**config.mk**
```make
export PLATFORM = sky130hd
export DESIGN_NAME = finite_difference_derivative_line_top
export DESIGN_NICKNAME = d
export VERILOG_FILES = /design/src/hdl/fdd_pkg.sv /design/src/hdl/fdd_div.sv /design/src/hdl/fdd_out_stage.sv /design/src/hdl/finite_difference_derivative_line_top.sv
export SDC_FILE = /design/constraint.sdc
export NUM_CORES = 1
export LEC_CHECK = 0
export CORE_MARGIN = 3
export CORE_UTILIZATION = 59
export CTS_CLUSTER_SIZE = 16
export DETAILED_ROUTE_END_ITERATION = 8
export DONT_BUFFER_PORTS = 1
export PLACE_DENSITY_LB_ADDON = 0.15
export SYNTH_ARGS = -nofsm -noshare
export SYNTH_HDL_FRONTEND = slang
export SYNTH_SLANG_ARGS = --single-unit
export TNS_END_PERCENT = 100
```
**constraint.sdc**
```tcl
create_clock -name i_clk -period 5.37 [get_ports i_clk]
set_clock_uncertainty 0.05 [all_clocks]
set_input_delay 1.074 -clock i_clk [delete_from_list [all_inputs] [get_ports i_clk]]
set_output_delay 1.074 -clock i_clk [all_outputs]
set_load 0.03 [all_outputs]
```
**src/hdl/fdd_pkg.sv**
```systemverilog
package fdd_pkg;

    // Width of the mode register.
    localparam int MODE_W = 2;

    // Mode register codes. The code left over behaves as MODE_ZERO.
    localparam logic [MODE_W-1:0] MODE_ZERO   = 2'd0;
    localparam logic [MODE_W-1:0] MODE_FIRST  = 2'd1;
    localparam logic [MODE_W-1:0] MODE_SECOND = 2'd2;
    localparam logic [MODE_W-1:0] MODE_RESET  = MODE_FIRST;

    // Request from the sequencer to the serial divider.
    typedef struct packed {
        logic start;
        logic squared;
    } t_div_ctl;

    // Status from the serial divider back to the sequencer.
    typedef struct packed {
        logic done;
        logic zero;
    } t_div_sts;

endpackage

```
**src/hdl/fdd_div.sv**
```systemverilog
module fdd_div #(
    parameter int VALUE_WIDTH   = 32,
    parameter int FRACTION_BITS = 16
) (
    input  logic                       i_clk,
    input  logic                       i_rst_n,
    input  fdd_pkg::t_div_ctl          i_ctl,
    input  logic [VALUE_WIDTH+1:0]     i_num,
    input  logic [VALUE_WIDTH:0]       i_den,
    output fdd_pkg::t_div_sts          o_sts,
    output logic [VALUE_WIDTH-1:0]     o_quot
);

    localparam int NUM_W    = VALUE_WIDTH + 2;
    localparam int NMAG_W   = VALUE_WIDTH + 1;
    localparam int DEN_W    = VALUE_WIDTH + 1;
    localparam int REM_W    = VALUE_WIDTH;
    localparam int BITS_MAX = NMAG_W + 2 * FRACTION_BITS;
    localparam int CNT_W    = $clog2(BITS_MAX + 1);

    localparam logic [CNT_W-1:0] CNT_FD = CNT_W'(NMAG_W + FRACTION_BITS);
    localparam logic [CNT_W-1:0] CNT_SQ = CNT_W'(NMAG_W + 2 * FRACTION_BITS);

    localparam logic [VALUE_WIDTH-1:0] MAX_POS = {1'b0, {(VALUE_WIDTH-1){1'b1}}};
    localparam logic [VALUE_WIDTH-1:0] MIN_NEG = {1'b1, {(VALUE_WIDTH-1){1'b0}}};

    localparam logic [1:0] D_IDLE = 2'd0;
    localparam logic [1:0] D_RUN  = 2'd1;
    localparam logic [1:0] D_FIN  = 2'd2;

    logic [1:0]             r_state;
    logic [1:0]             n_state;
    logic                   r_done;
    logic                   r_q1v;
    logic [NMAG_W-1:0]      r_nsr;
    logic [DEN_W-1:0]       r_dmag;
    logic [REM_W-1:0]       r_rem1;
    logic [REM_W-1:0]       r_rem2;
    logic [CNT_W-1:0]       r_cnt;
    logic [VALUE_WIDTH-1:0] r_q;
    logic                   r_ovf;
    logic                   r_q1bit;
    logic                   r_sq;
    logic                   r_neg;
    logic                   r_zero;
    logic [VALUE_WIDTH-1:0] r_quot;

    logic [NUM_W-1:0]       num_abs;
    logic [DEN_W-1:0]       den_abs;
    logic [DEN_W-1:0]       t1;
    logic [DEN_W-1:0]       t2;
    logic [DEN_W-1:0]       d1;
    logic [DEN_W-1:0]       d2;
    logic                   ge1;
    logic                   ge2;
    logic                   step1;
    logic                   push_en;
    logic                   push_bit;
    logic [VALUE_WIDTH-1:0] q_final;

    // Magnitudes of the operands, taken as the division starts.
    assign num_abs = i_num[NUM_W-1] ? (~i_num + NUM_W'(1)) : i_num;
    assign den_abs = i_den[DEN_W-1] ? (~i_den + DEN_W'(1)) : i_den;

    // First restoring stage: one numerator bit per cycle.
    assign t1    = {r_rem1, r_nsr[NMAG_W-1]};
    assign ge1   = (t1 >= r_dmag);
    assign d1    = t1 - r_dmag;
    assign step1 = (r_cnt != '0);

    // Second restoring stage: consumes the first stage's quotient bits in the cycle after they are produced.
    assign t2  = {r_rem2, r_q1bit};
    assign ge2 = (t2 >= r_dmag);
    assign d2  = t2 - r_dmag;

    // The final quotient comes from the second stage for a squared divisor.
    assign push_en  = r_sq ? r_q1v : step1;
    assign push_bit = r_sq ? ge2 : ge1;

    // Saturation and sign of the finished quotient; a zero divisor gives a zero quotient.
    always_comb begin
        if (r_zero) begin
            q_final = '0;
        end else if (!r_neg) begin
            q_final = (r_ovf || r_q[VALUE_WIDTH-1]) ? MAX_POS : r_q;
        end else if (r_ovf || (r_q[VALUE_WIDTH-1] && (|r_q[VALUE_WIDTH-2:0]))) begin
            q_final = MIN_NEG;
        end else begin
            q_final = ~r_q + VALUE_WIDTH'(1);
        end
    end

    // Next state of the divider sequence.
    always_comb begin
        n_state = r_state;
        case (r_state)
            D_IDLE: begin
                if (i_ctl.start) begin
                    n_state = (den_abs == '0) ? D_FIN : D_RUN;
                end
            end
            D_RUN: begin
                if (!step1 && (!r_sq || !r_q1v)) begin
                    n_state = D_FIN;
                end
            end
            D_FIN: begin
                n_state = D_IDLE;
            end
            default: begin
                n_state = D_IDLE;
            end
        endcase
    end

    // Control registers.
    always_ff @(posedge i_clk) begin
        if (!i_rst_n) begin
            r_state <= D_IDLE;
            r_done  <= 1'b0;
            r_q1v   <= 1'b0;
        end else begin
            r_state <= n_state;
            r_done  <= (r_state == D_FIN);
            if (r_state == D_IDLE) begin
                r_q1v <= 1'b0;
            end else if (r_state == D_RUN) begin
                r_q1v <= step1;
            end
        end
    end

    // Datapath registers.
    always_ff @(posedge i_clk) begin
        case (r_state)
            D_IDLE: begin
                if (i_ctl.start) begin
                    r_nsr  <= num_abs[NMAG_W-1:0];
                    r_dmag <= den_abs;
                    r_rem1 <= '0;
                    r_rem2 <= '0;
                    r_cnt  <= i_ctl.squared ? CNT_SQ : CNT_FD;
                    r_q    <= '0;
                    r_ovf  <= 1'b0;
                    r_sq   <= i_ctl.squared;
                    r_neg  <= i_ctl.squared ? i_num[NUM_W-1]
                                            : (i_num[NUM_W-1] ^ i_den[DEN_W-1]);
                    r_zero <= (den_abs == '0);
                end
            end
            D_RUN: begin
                if (step1) begin
                    r_rem1  <= ge1 ? d1[REM_W-1:0] : t1[REM_W-1:0];
                    r_nsr   <= {r_nsr[NMAG_W-2:0], 1'b0};
                    r_cnt   <= r_cnt - CNT_W'(1);
                    r_q1bit <= ge1;
                end
                if (r_sq && r_q1v) begin
                    r_rem2 <= ge2 ? d2[REM_W-1:0] : t2[REM_W-1:0];
                end
                if (push_en) begin
                    r_q   <= {r_q[VALUE_WIDTH-2:0], push_bit};
                    r_ovf <= r_ovf | r_q[VALUE_WIDTH-1];
                end
            end
            D_FIN: begin
                r_quot <= q_final;
            end
            default: begin
                r_quot <= r_quot;
            end
        endcase
    end

    assign o_sts.done = r_done;
    assign o_sts.zero = r_zero;
    assign o_quot     = r_quot;

endmodule

```
**src/hdl/fdd_out_stage.sv**
```systemverilog
module fdd_out_stage #(
    parameter int VALUE_WIDTH = 32
) (
    input  logic                   i_clk,
    input  logic                   i_rst_n,
    input  logic                   i_load,
    input  logic [VALUE_WIDTH-1:0] i_derivative,
    input  logic                   i_last,
    input  logic                   i_zero,
    output logic                   o_free,
    input  logic                   i_stall,
    output logic                   o_valid,
    output logic [VALUE_WIDTH-1:0] o_derivative,
    output logic                   o_last_result,
    output logic                   o_zero_divisor
);

    logic                   r_valid;
    logic [VALUE_WIDTH-1:0] r_derivative;
    logic                   r_last;
    logic                   r_zero;
    logic                   take;

    // The register can take a new item when empty or when its item leaves this cycle.
    assign o_free = !r_valid || !i_stall;
    assign take   = i_load && o_free;

    // Valid flag.
    always_ff @(posedge i_clk) begin
        if (!i_rst_n) begin
            r_valid <= 1'b0;
        end else if (o_free) begin
            r_valid <= i_load;
        end
    end

    // Held result.
    always_ff @(posedge i_clk) begin
        if (take) begin
            r_derivative <= i_derivative;
            r_last       <= i_last;
            r_zero       <= i_zero;
        end
    end

    assign o_valid        = r_valid;
    assign o_derivative   = r_derivative;
    assign o_last_result  = r_last;
    assign o_zero_divisor = r_zero;

endmodule

```
**src/hdl/finite_difference_derivative_line_top.sv**
```systemverilog
// One item at a time: o_stall is high from acceptance until all of an item's results are issued.
// A division runs one bit per cycle, over more quotient bits in mode 2 than in mode 1; each extra
// copy of a result adds an emit, a mode 1 line end adds a second division for the backward
// difference, and items with no division skip the divider. Output stalls hold the sequencer
// in its emit state, so they lengthen every item that has a result to issue.
// Synchronous active-low reset clears history, the sample count and the output; mode resets to 1.
module finite_difference_derivative_line_top #(
    parameter int VALUE_WIDTH   = 32,
    parameter int FRACTION_BITS = 16
) (
    input  logic                                i_clk,
    input  logic                                i_rst_n,
    input  logic                                i_cfg_wr_en,
    input  logic [fdd_pkg::MODE_W-1:0]          i_cfg_wr_data,
    input  logic                                i_valid,
    output logic                                o_stall,
    input  logic signed [VALUE_WIDTH-1:0]       i_sample_value,
    input  logic signed [VALUE_WIDTH-1:0]       i_coordinate,
    input  logic                                i_line_end,
    output logic                                o_valid,
    input  logic                                i_stall,
    output logic signed [VALUE_WIDTH-1:0]       o_derivative,
    output logic                                o_last_result,
    output logic                                o_zero_divisor
);

    localparam int NUM_W = VALUE_WIDTH + 2;
    localparam int DEN_W = VALUE_WIDTH + 1;

    localparam logic [2:0] S_IDLE  = 3'd0;
    localparam logic [2:0] S_PREP  = 3'd1;
    localparam logic [2:0] S_START = 3'd2;
    localparam logic [2:0] S_WAIT  = 3'd3;
    localparam logic [2:0] S_EMIT  = 3'd4;
    localparam logic [2:0] S_DONE  = 3'd5;

    logic [2:0]                 r_state;
    logic [2:0]                 n_state;
    logic [fdd_pkg::MODE_W-1:0] r_mode;
    logic [1:0]                 r_seen;
    logic [VALUE_WIDTH-1:0]     r_pv0;
    logic [VALUE_WIDTH-1:0]     r_pv1;
    logic [VALUE_WIDTH-1:0]     r_pc0;
    logic [VALUE_WIDTH-1:0]     r_pc1;

    logic [VALUE_WIDTH-1:0]     r_v;
    logic [VALUE_WIDTH-1:0]     r_c;
    logic                       r_end;
    logic                       r_live;
    logic [1:0]                 r_copies;
    logic                       r_last_fin;
    logic                       r_has_b;
    logic                       r_use_div;
    logic                       r_sq;
    logic                       r_sel1;
    logic [NUM_W-1:0]           r_num;
    logic [DEN_W-1:0]           r_den;
    logic [VALUE_WIDTH-1:0]     r_res;
    logic                       r_zf;

    logic                       accept;
    logic                       a_live;
    logic [1:0]                 a_copies;
    logic                       a_last_fin;
    logic                       a_has_b;
    logic                       a_use_div;
    logic                       a_sq;
    logic                       a_sel1;

    logic [NUM_W-1:0]           v_x;
    logic [NUM_W-1:0]           p0_x;
    logic [NUM_W-1:0]           p1_x;
    logic [NUM_W-1:0]           p0_2x;
    logic [NUM_W-1:0]           num_n;
    logic [DEN_W-1:0]           den_n;

    fdd_pkg::t_div_ctl          div_ctl;
    fdd_pkg::t_div_sts          div_sts;
    logic [VALUE_WIDTH-1:0]     div_quot;
    logic                       out_free;
    logic                       emit_load;
    logic                       emit_last;

    assign o_stall = (r_state != S_IDLE);
    assign accept  = i_valid && (r_state == S_IDLE);

    // Work plan of an item, decided from the mode, the line-end flag and the samples seen so far in the line.
    always_comb begin
        a_live     = (r_mode == fdd_pkg::MODE_FIRST);
        a_copies   = 2'd0;
        a_last_fin = 1'b1;
        a_has_b    = 1'b0;
        a_use_div  = 1'b0;
        a_sq       = 1'b0;
        a_sel1     = 1'b0;
        if (r_mode == fdd_pkg::MODE_SECOND) begin
            if (r_seen < 2'd2) begin
                // Too short so far: zeros only, and only at a line end.
                if (i_line_end) begin
                    a_copies = (r_seen == 2'd1) ? 2'd2 : 2'd1;
                end
            end else begin
                a_use_div  = 1'b1;
                a_sq       = 1'b1;
                a_copies   = ((r_seen == 2'd2) ? 2'd2 : 2'd1) + {1'b0, i_line_end};
                a_last_fin = i_line_end;
            end
        end else if (r_seen == 2'd0) begin
            a_copies = i_line_end ? 2'd1 : 2'd0;
        end else begin
            // Forward difference for the first point, central differences after it.
            a_use_div  = a_live;
            a_sel1     = (r_seen != 2'd1);
            a_copies   = 2'd1;
            a_last_fin = 1'b0;
            a_has_b    = i_line_end;
        end
    end

    // Numerator and spacing of the pending division.
    assign v_x   = {{2{r_v[VALUE_WIDTH-1]}}, r_v};
    assign p0_x  = {{2{r_pv0[VALUE_WIDTH-1]}}, r_pv0};
    assign p1_x  = {{2{r_pv1[VALUE_WIDTH-1]}}, r_pv1};
    assign p0_2x = {r_pv0[VALUE_WIDTH-1], r_pv0, 1'b0};
    assign num_n = r_sq ? (v_x - p0_2x + p1_x) : (v_x - (r_sel1 ? p1_x : p0_x));
    assign den_n = {r_c[VALUE_WIDTH-1], r_c}
                 - (r_sel1 ? {r_pc1[VALUE_WIDTH-1], r_pc1} : {r_pc0[VALUE_WIDTH-1], r_pc0});

    assign div_ctl.start   = (r_state == S_START);
    assign div_ctl.squared = r_sq;

    assign emit_load = (r_state == S_EMIT) && out_free;
    assign emit_last = r_last_fin && (r_copies == 2'd1);

    // Sequencer next state.
    always_comb begin
        n_state = r_state;
        case (r_state)
            S_IDLE: begin
                if (accept) begin
                    n_state = S_PREP;
                end
            end
            S_PREP: begin
                if (r_copies == 2'd0) begin
                    n_state = S_DONE;
                end else if (r_use_div) begin
                    n_state = S_START;
                end else begin
                    n_state = S_EMIT;
                end
            end
            S_START: begin
                n_state = S_WAIT;
            end
            S_WAIT: begin
                if (div_sts.done) begin
                    n_state = S_EMIT;
                end
            end
            S_EMIT: begin
                if (out_free && (r_copies == 2'd1)) begin
                    n_state = r_has_b ? S_PREP : S_DONE;
                end
            end
            S_DONE: begin
                n_state = S_IDLE;
            end
            default: begin
                n_state = S_IDLE;
            end
        endcase
    end

    // Control state, mode register and line history.
    always_ff @(posedge i_clk) begin
        if (!i_rst_n) begin
            r_state <= S_IDLE;
            r_mode  <= fdd_pkg::MODE_RESET;
            r_seen  <= 2'd0;
            r_pv0   <= '0;
            r_pv1   <= '0;
            r_pc0   <= '0;
            r_pc1   <= '0;
        end else begin
            r_state <= n_state;
            if (i_cfg_wr_en) begin
                r_mode <= i_cfg_wr_data;
            end
            if (r_state == S_DONE) begin
                r_pv1 <= r_pv0;
                r_pc1 <= r_pc0;
                r_pv0 <= r_v;
                r_pc0 <= r_c;
                if (r_end) begin
                    r_seen <= 2'd0;
                end else if (r_seen != 2'd3) begin
                    r_seen <= r_seen + 2'd1;
                end
            end
        end
    end

    // Item fields, work plan and operands.
    always_ff @(posedge i_clk) begin
        case (r_state)
            S_IDLE: begin
                if (accept) begin
                    r_v        <= i_sample_value;
                    r_c        <= i_coordinate;
                    r_end      <= i_line_end;
                    r_live     <= a_live;
                    r_copies   <= a_copies;
                    r_last_fin <= a_last_fin;
                    r_has_b    <= a_has_b;
                    r_use_div  <= a_use_div;
                    r_sq       <= a_sq;
                    r_sel1     <= a_sel1;
                end
            end
            S_PREP: begin
                r_num <= num_n;
                r_den <= den_n;
                r_res <= '0;
                r_zf  <= 1'b0;
            end
            S_WAIT: begin
                if (div_sts.done) begin
                    r_res <= div_quot;
                    r_zf  <= div_sts.zero;
                end
            end
            S_EMIT: begin
                if (out_free) begin
                    // Backward difference for the line's final point follows.
                    if ((r_copies == 2'd1) && r_has_b) begin
                        r_use_div  <= r_live;
                        r_sq       <= 1'b0;
                        r_sel1     <= 1'b0;
                        r_copies   <= 2'd1;
                        r_last_fin <= 1'b1;
                        r_has_b    <= 1'b0;
                    end else begin
                        r_copies <= r_copies - 2'd1;
                    end
                end
            end
            default: begin
                r_copies <= r_copies;
            end
        endcase
    end

    fdd_div #(
        .VALUE_WIDTH   (VALUE_WIDTH),
        .FRACTION_BITS (FRACTION_BITS)
    ) u_div (
        .i_clk   (i_clk),
        .i_rst_n (i_rst_n),
        .i_ctl   (div_ctl),
        .i_num   (r_num),
        .i_den   (r_den),
        .o_sts   (div_sts),
        .o_quot  (div_quot)
    );

    fdd_out_stage #(
        .VALUE_WIDTH (VALUE_WIDTH)
    ) u_out (
        .i_clk          (i_clk),
        .i_rst_n        (i_rst_n),
        .i_load         (emit_load),
        .i_derivative   (r_res),
        .i_last         (emit_last),
        .i_zero         (r_zf),
        .o_free         (out_free),
        .i_stall        (i_stall),
        .o_valid        (o_valid),
        .o_derivative   (o_derivative),
        .o_last_result  (o_last_result),
        .o_zero_divisor (o_zero_divisor)
    );

endmodule

```
After elaboration in Yosys (flattened, before gate mapping)
Cells that the tools add are included.
{"block": "totals", "reg_bits": 553, "output_inout_bits": 36, "word_cells": 214}
{"block": "classes", "n_addsub": 13, "magnitude_cmp": 3, "muxes": 85, "n_reduce_logical": 43, "n_bitwise": 6, "eq_ne": 24}
{"cell": "$mux W32", "n": 10}
{"cell": "$pmux W32 S2", "n": 4}
{"cell": "$mux W33", "n": 5}
{"cell": "$mux W34", "n": 2}
{"cell": "$add A33 B1 Y33 const B", "n": 2}
{"cell": "$ge A33 B33 Y1", "n": 2}
{"cell": "$not A33 Y33", "n": 2}
{"cell": "$pmux W33 S2", "n": 1}
{"cell": "$sub A32 B32 Y32", "n": 2}
{"cell": "$add A34 B34 Y34", "n": 1}
{"cell": "$sub A32 B33 Y34", "n": 1}
{"cell": "$sub A34 B34 Y34", "n": 1}
{"cell": "$logic_not A33 Y1", "n": 1}
{"cell": "$sub A33 B33 Y33", "n": 1}
{"cell": "$add A32 B1 Y32 const B", "n": 1}
{"cell": "$not A32 Y32", "n": 1}
{"cell": "$reduce_or A31 Y1", "n": 1}
{"cell": "$mux W1", "n": 30}
{"cell": "$mux W2", "n": 13}
{"cell": "$mux W7", "n": 3}
{"cell": "$mux W3", "n": 6}
{"cell": "$pmux W3 S5", "n": 1}
{"cell": "$reduce_and A3 Y1", "n": 5}
{"cell": "$ne A2 B1 Y1 const B", "n": 7}
{"cell": "other kinds (28)", "n": 71}

Logic depth before layout (Yosys ltp)
{"block": "logic_depth", "ltp_word": 7, "mapped_depth": 15, "mapped_depth_nobuf": 14}

By module
Synthesis repeated with hierarchy kept, for this count alone.
{"block": "unflattened", "hier_cells": 3452, "area_unflattened_um2": 33587.2}
{"mod": "finite_difference_derivative_line_top", "cells_each": 1842, "area_each_um2": 17730.8, "instances": 1}
{"mod": "fdd_div", "cells_each": 1571, "area_each_um2": 14794.2, "instances": 1}
{"mod": "fdd_out_stage", "cells_each": 39, "area_each_um2": 1062.3, "instances": 1}

Worst setup path after synthesis
No wires, ideal clock.
{"block": "synth_path", "path_kind": "flip-flop to flip-flop", "start": "register u_div.r_state[1]", "end": "register u_div.r_cnt[0] (enable)", "setup_slack_ns": 0.252, "t_arrival_ns": 4.540, "required_time_ns": 4.793, "path_stages_with_launch": 6, "period_less_slack_ns": 5.118, "path_cell_list": "dfxtp_1 clkbuf_1 nand2b_1 clkbuf_1 clkbuf_1 o22ai_1"}
{"block": "synth_via", "elab_chain_cells": 3, "elab_cells_between_ends": 6}
{"item": "start: declaration", "line": "fdd_div.sv:31", "text": "logic [1:0] r_state;"}
{"item": "start signal: assignment", "line": "fdd_div.sv:123", "text": "r_state <= n_state;"}
{"item": "$eq A2 B1 Y1 / $logic_not A2 Y1 (equally long branches)", "line": "fdd_div.sv:135", "text": "case (r_state)"}
{"item": "$ne A2 B1 Y1 (no source line) (tied with other cells)"}
{"item": "$reduce_and A3 Y1 (no source line) (*)"}
{"item": "end signal: assignment", "line": "fdd_div.sv:142", "text": "r_cnt <= i_ctl.squared ? CNT_SQ : CNT_FD;"}
{"item": "end signal: assignment", "line": "fdd_div.sv:155", "text": "r_cnt <= r_cnt - CNT_W'(1);"}
{"item": "end: declaration", "line": "fdd_div.sv:39", "text": "logic [CNT_W-1:0] r_cnt;"}
Every way passes the cells marked *; elsewhere a longest branch is shown, timed or not.
A chain may end at the register's enable or synchronous reset.

Final worst setup path
{"block": "layout_path", "start": "register r_v[2]", "end": "register r_num[30], data pin"}
{"block": "layout_via", "elab_chain_cells": 3, "elab_cells_between_ends": 4}
{"item": "start: declaration", "line": "finite_difference_derivative_line_top.sv:46", "text": "logic [VALUE_WIDTH-1:0] r_v;"}
{"item": "start signal: assignment", "line": "finite_difference_derivative_line_top.sv:209", "text": "r_v <= i_sample_value;"}
{"item": "$sub A32 B33 Y34", "line": "finite_difference_derivative_line_top.sv:125", "text": "assign num_n = r_sq ? (v_x - p0_2x + p1_x) : (v_x - (r_sel1 ? p1_x : p0_x));"}
{"item": "$add A34 B34 Y34", "line": "finite_difference_derivative_line_top.sv:125"}
{"item": "$mux W34 (*)", "line": "finite_difference_derivative_line_top.sv:125"}
{"item": "net num_n[30]", "line": "finite_difference_derivative_line_top.sv:74", "text": "logic [NUM_W-1:0] num_n;"}
{"item": "end signal: assignment", "line": "finite_difference_derivative_line_top.sv:222", "text": "r_num <= num_n;"}
{"item": "end: declaration", "line": "finite_difference_derivative_line_top.sv:56", "text": "logic [NUM_W-1:0] r_num;"}
Mark *: on every way through the listed nets, which the timed path passes. The rest lies on a longest branch.

==> flow_summary.json <==
{
  "chipWidth_um": 242,
  "cts_tree": "built",
  "ir_worst_vdd_uv": 317,
  "worst_slew_pin_slew_ns": 1.18,
  "portBuffers": 0,
  "vias": 24300,
  "fin_util_pct": 65.2,
  "design.die.area_sq_mm": 0.0585,
  "outcome": "finished clean",
  "critPathKind": "register to register",
  "ys_seq_elements": 553,
  "initial_core_util_pct": 60.3,
  "cp.arrival_ns": 4.90,
  "rsz0062_at_grt": "no",
  "setup_tns_ns": 0,
  "startpoint": "r_v[2]",
  "grt_use_met1_pct": 34.9,
  "syn_nets": 3643,
  "place.gp.congestion": 0.920,
  "cap_viol_max_count": 0,
  "cp_cell_sequence": "inv_1, fa_1, inv_1, ha_1, nor2b_1, o21bai_1, a21oi_1, o21ba_2, a2111oi_0, o41ai_1, a31oi_1, o21a_1, o211a_1, a311o_1",
  "start_kind": "register",
  "relSlewSlack_pct": 20.9,
  "cts_htree_levels": 2,
  "busiest_layer": "met2",
  "fp.dieH_um": 242,
  "ios": 108,
  "seq_power_share_pct": 36.8,
  "fillerInstances": 4368,
  "multiInputGateArea_sq_mm": 0.0163,
  "final_common_cell": "nand2_1",
  "fmax_mhz": 219,
  "ys_types": 84,
  "combPwrFrac_pct": 43.0,
  "grt_overflow_total": 0,
  "yosys-top-cells-area": "edfxtp_1 (38%), dfxtp_1 (8.5%), ha_1 (6.6%)",
  "worstPathMaxFanout": 5,
  "core-area_sq_mm": 0.0545,
  "clock_sinks": 553,
  "seq_area_frac_synth_pct": 46.3,
  "drt_wl_total_mm": 73.0,
  "crit_required_ns": 5.70,
  "preCtsSetupSlack_ns": 0.913,
  "synth_top_area_share_pct": 37.8,
  "diodes": 0,
  "syn_inst": 3362,
  "clk_latency_ns": 0.63,
  "drt-initial-drc-count": 1620,
  "ys_warn_count": 0,
  "final.period_utilization_pct": 85.1,
  "syn_avg_cell_area_sq_um": 9.76,
  "fin_nets": 3587,
  "maxSlewViolCount": 0,
  "hpwl_mm": 52.9,
  "regArea_sq_mm": 0.0152,
  "cts-resized-gates": 0,
  "crit_family": "compound AO/OA/AOI/OAI gates",
  "cts_buffers": 58,
  "clk_pin_slew_ns": 0.06,
  "cp_slowest_cell": "o41ai_1",
  "drive_above_1_share_pct": 4.95,
  "rr_startpoint": "r_v[2]",
  "place_area_sq_mm": 0.0335,
  "power_density_mw_per_mm2": 570,
  "grt_usage_pct": 24.6,
  "post-route-min-period_ns": 4.57,
  "grt_antenna_before_repair": 1,
  "min_path_type": "register to register",
  "min-delay-start": "r_res[28]",
  "yosys.area.top_type": "edfxtp_1",
  "grt_max_degree": 141,
  "ctsHoldBuffers": 0,
  "wl_per_cell_um": 17.8,
  "setup_viol": 0,
  "post_cts_buffers": 0,
  "syn_area_sq_mm": 0.0328,
  "drt-pass1-iter-count": 5,
  "clkPwrFrac_pct": 20.2,
  "layout_common_cells": "nand2_1 (452), edfxtp_1 (413), nor2_1 (226)",
  "ant_nets": 0,
  "ys.flop_type": "edfxtp_1",
  "design_area_sq_mm": 0.0355,
  "cp_common_cell": "inv_1",
  "power.leakage_nw": 13.3,
  "use_met3_pct": 2.74,
  "clockBufferDepth": 3,
  "final.setup.worst_slack_ns": 0.800,
  "worstSetupEndpointType": "register",
  "grtUsageMet2_pct": 40.3,
  "swShare_pct": 39.9,
  "drc": 0,
  "vias_per_cell": 5.93,
  "grt_pass1_wl_mm": 120,
  "hold_violations": 0,
  "grt_pass1_vias": 23400,
  "power_switching_mw": 8.06,
  "placementRows": 85,
  "synth_edf_count": 413,
  "critical-path-max-stage-delay_ns": 1.02,
  "path_buf_inv": 2,
  "synthToLayoutAreaGrowth_pct": 8.10,
  "cts-root-buf": "clkbuf_16",
  "synthArstFlopShare_pct": 0,
  "intPower_mw": 12.2
}
-- per-stage QoR --
step                std cells  hold WS [ns]  total power, mW
detailed placement       3985         0.355             16.1
CTS                      4095         0.367             20.2
finish                   4095         0.365             20.2
global placement         3985         0.353             15.9
global route             4095         0.374             21.6
floorplan                3362         0.350             13.9
-- kinds of logic (layout without fill, tap and decap cells) --
| group | after synthesis | in the layout | share of synthesized area, % |
|---|---|---|---|
| XOR/XNOR | 183 | 183 | 4.88 |
| multiplexers | 93 | 93 | 2.86 |
| flip-flops | 553 | 553 | 46.3 |
| AO/OA/AOI/OAI | 872 | 872 | 17.3 |
| adder cells (fa/ha/maj) | 209 | 209 | 8.79 |
| buffers and inverters | 370 | 364 | 4.25 |
| AND/OR/NAND/NOR | 1082 | 1082 | 15.6 |
-- registers in the layout, summed over array words and instances (netlist names), 33 cells and up --
register and flops:
r_num 34, u_div.r_dmag 33, r_den 33, u_div.r_nsr 33
-- routing by layer --
layer,share of wire [%],vias up
met3,4.2,120
met4,2.2,2
met1,47,11600
met2,46,637
li1,-,11900
met5,0.018,-
-- worst paths after layout --
check,depth (start not counted),end,slack [ns]
setup / recovery,14,r_num[30],0.80
hold / removal,0,u_out.o_derivative[28],0.36
setup reg to reg,14,r_num[30],0.80
hold reg to reg,0,u_out.o_derivative[28],0.36
-- cells in the mapped netlist, types with 28 or more instances --
cell type and number:
fa_1 36, nor2_1 231, a21boi_0 137, inv_1 225
xnor2_1 113, a21oi_1 198, and3_1 51, nor3_1 57
nand2b_1 34, edfxtp_1 413, a21o_1 84, o21ai_0 194
dfxtp_1 140, ha_1 173, nand3_1 44, clkbuf_1 125
o31ai_1 33, xor2_1 70, or3_1 36, nand2_1 452
mux2i_1 87, nor2b_1 33, a31oi_1 37, o21bai_1 28
and2_1 43
-- cell type report --
class,instances,area share (%)
Clock buffer,76,4.48
Clock inverter,34,1.04
Inverter,226,2.39
Multi-Input combinational cell,2439,46.0
Sequential cell,553,42.8
Tap cell,739,2.61
Timing Repair Buffer,28,0.592
-- power groups by stage --
stage          Clock [mW]  Sequential (mW)  Combinational, mW
5_1_grt              4.36             7.58               9.66
3_3_place_gp            0             7.47               8.38
3_5_place_dp            0             7.52               8.57
6_report             4.08             7.45               8.68
4_1_cts              4.17             7.43               8.63
2_1_floorplan           0             7.21               6.68
Note: power is estimated with default switching activity, not from simulation.
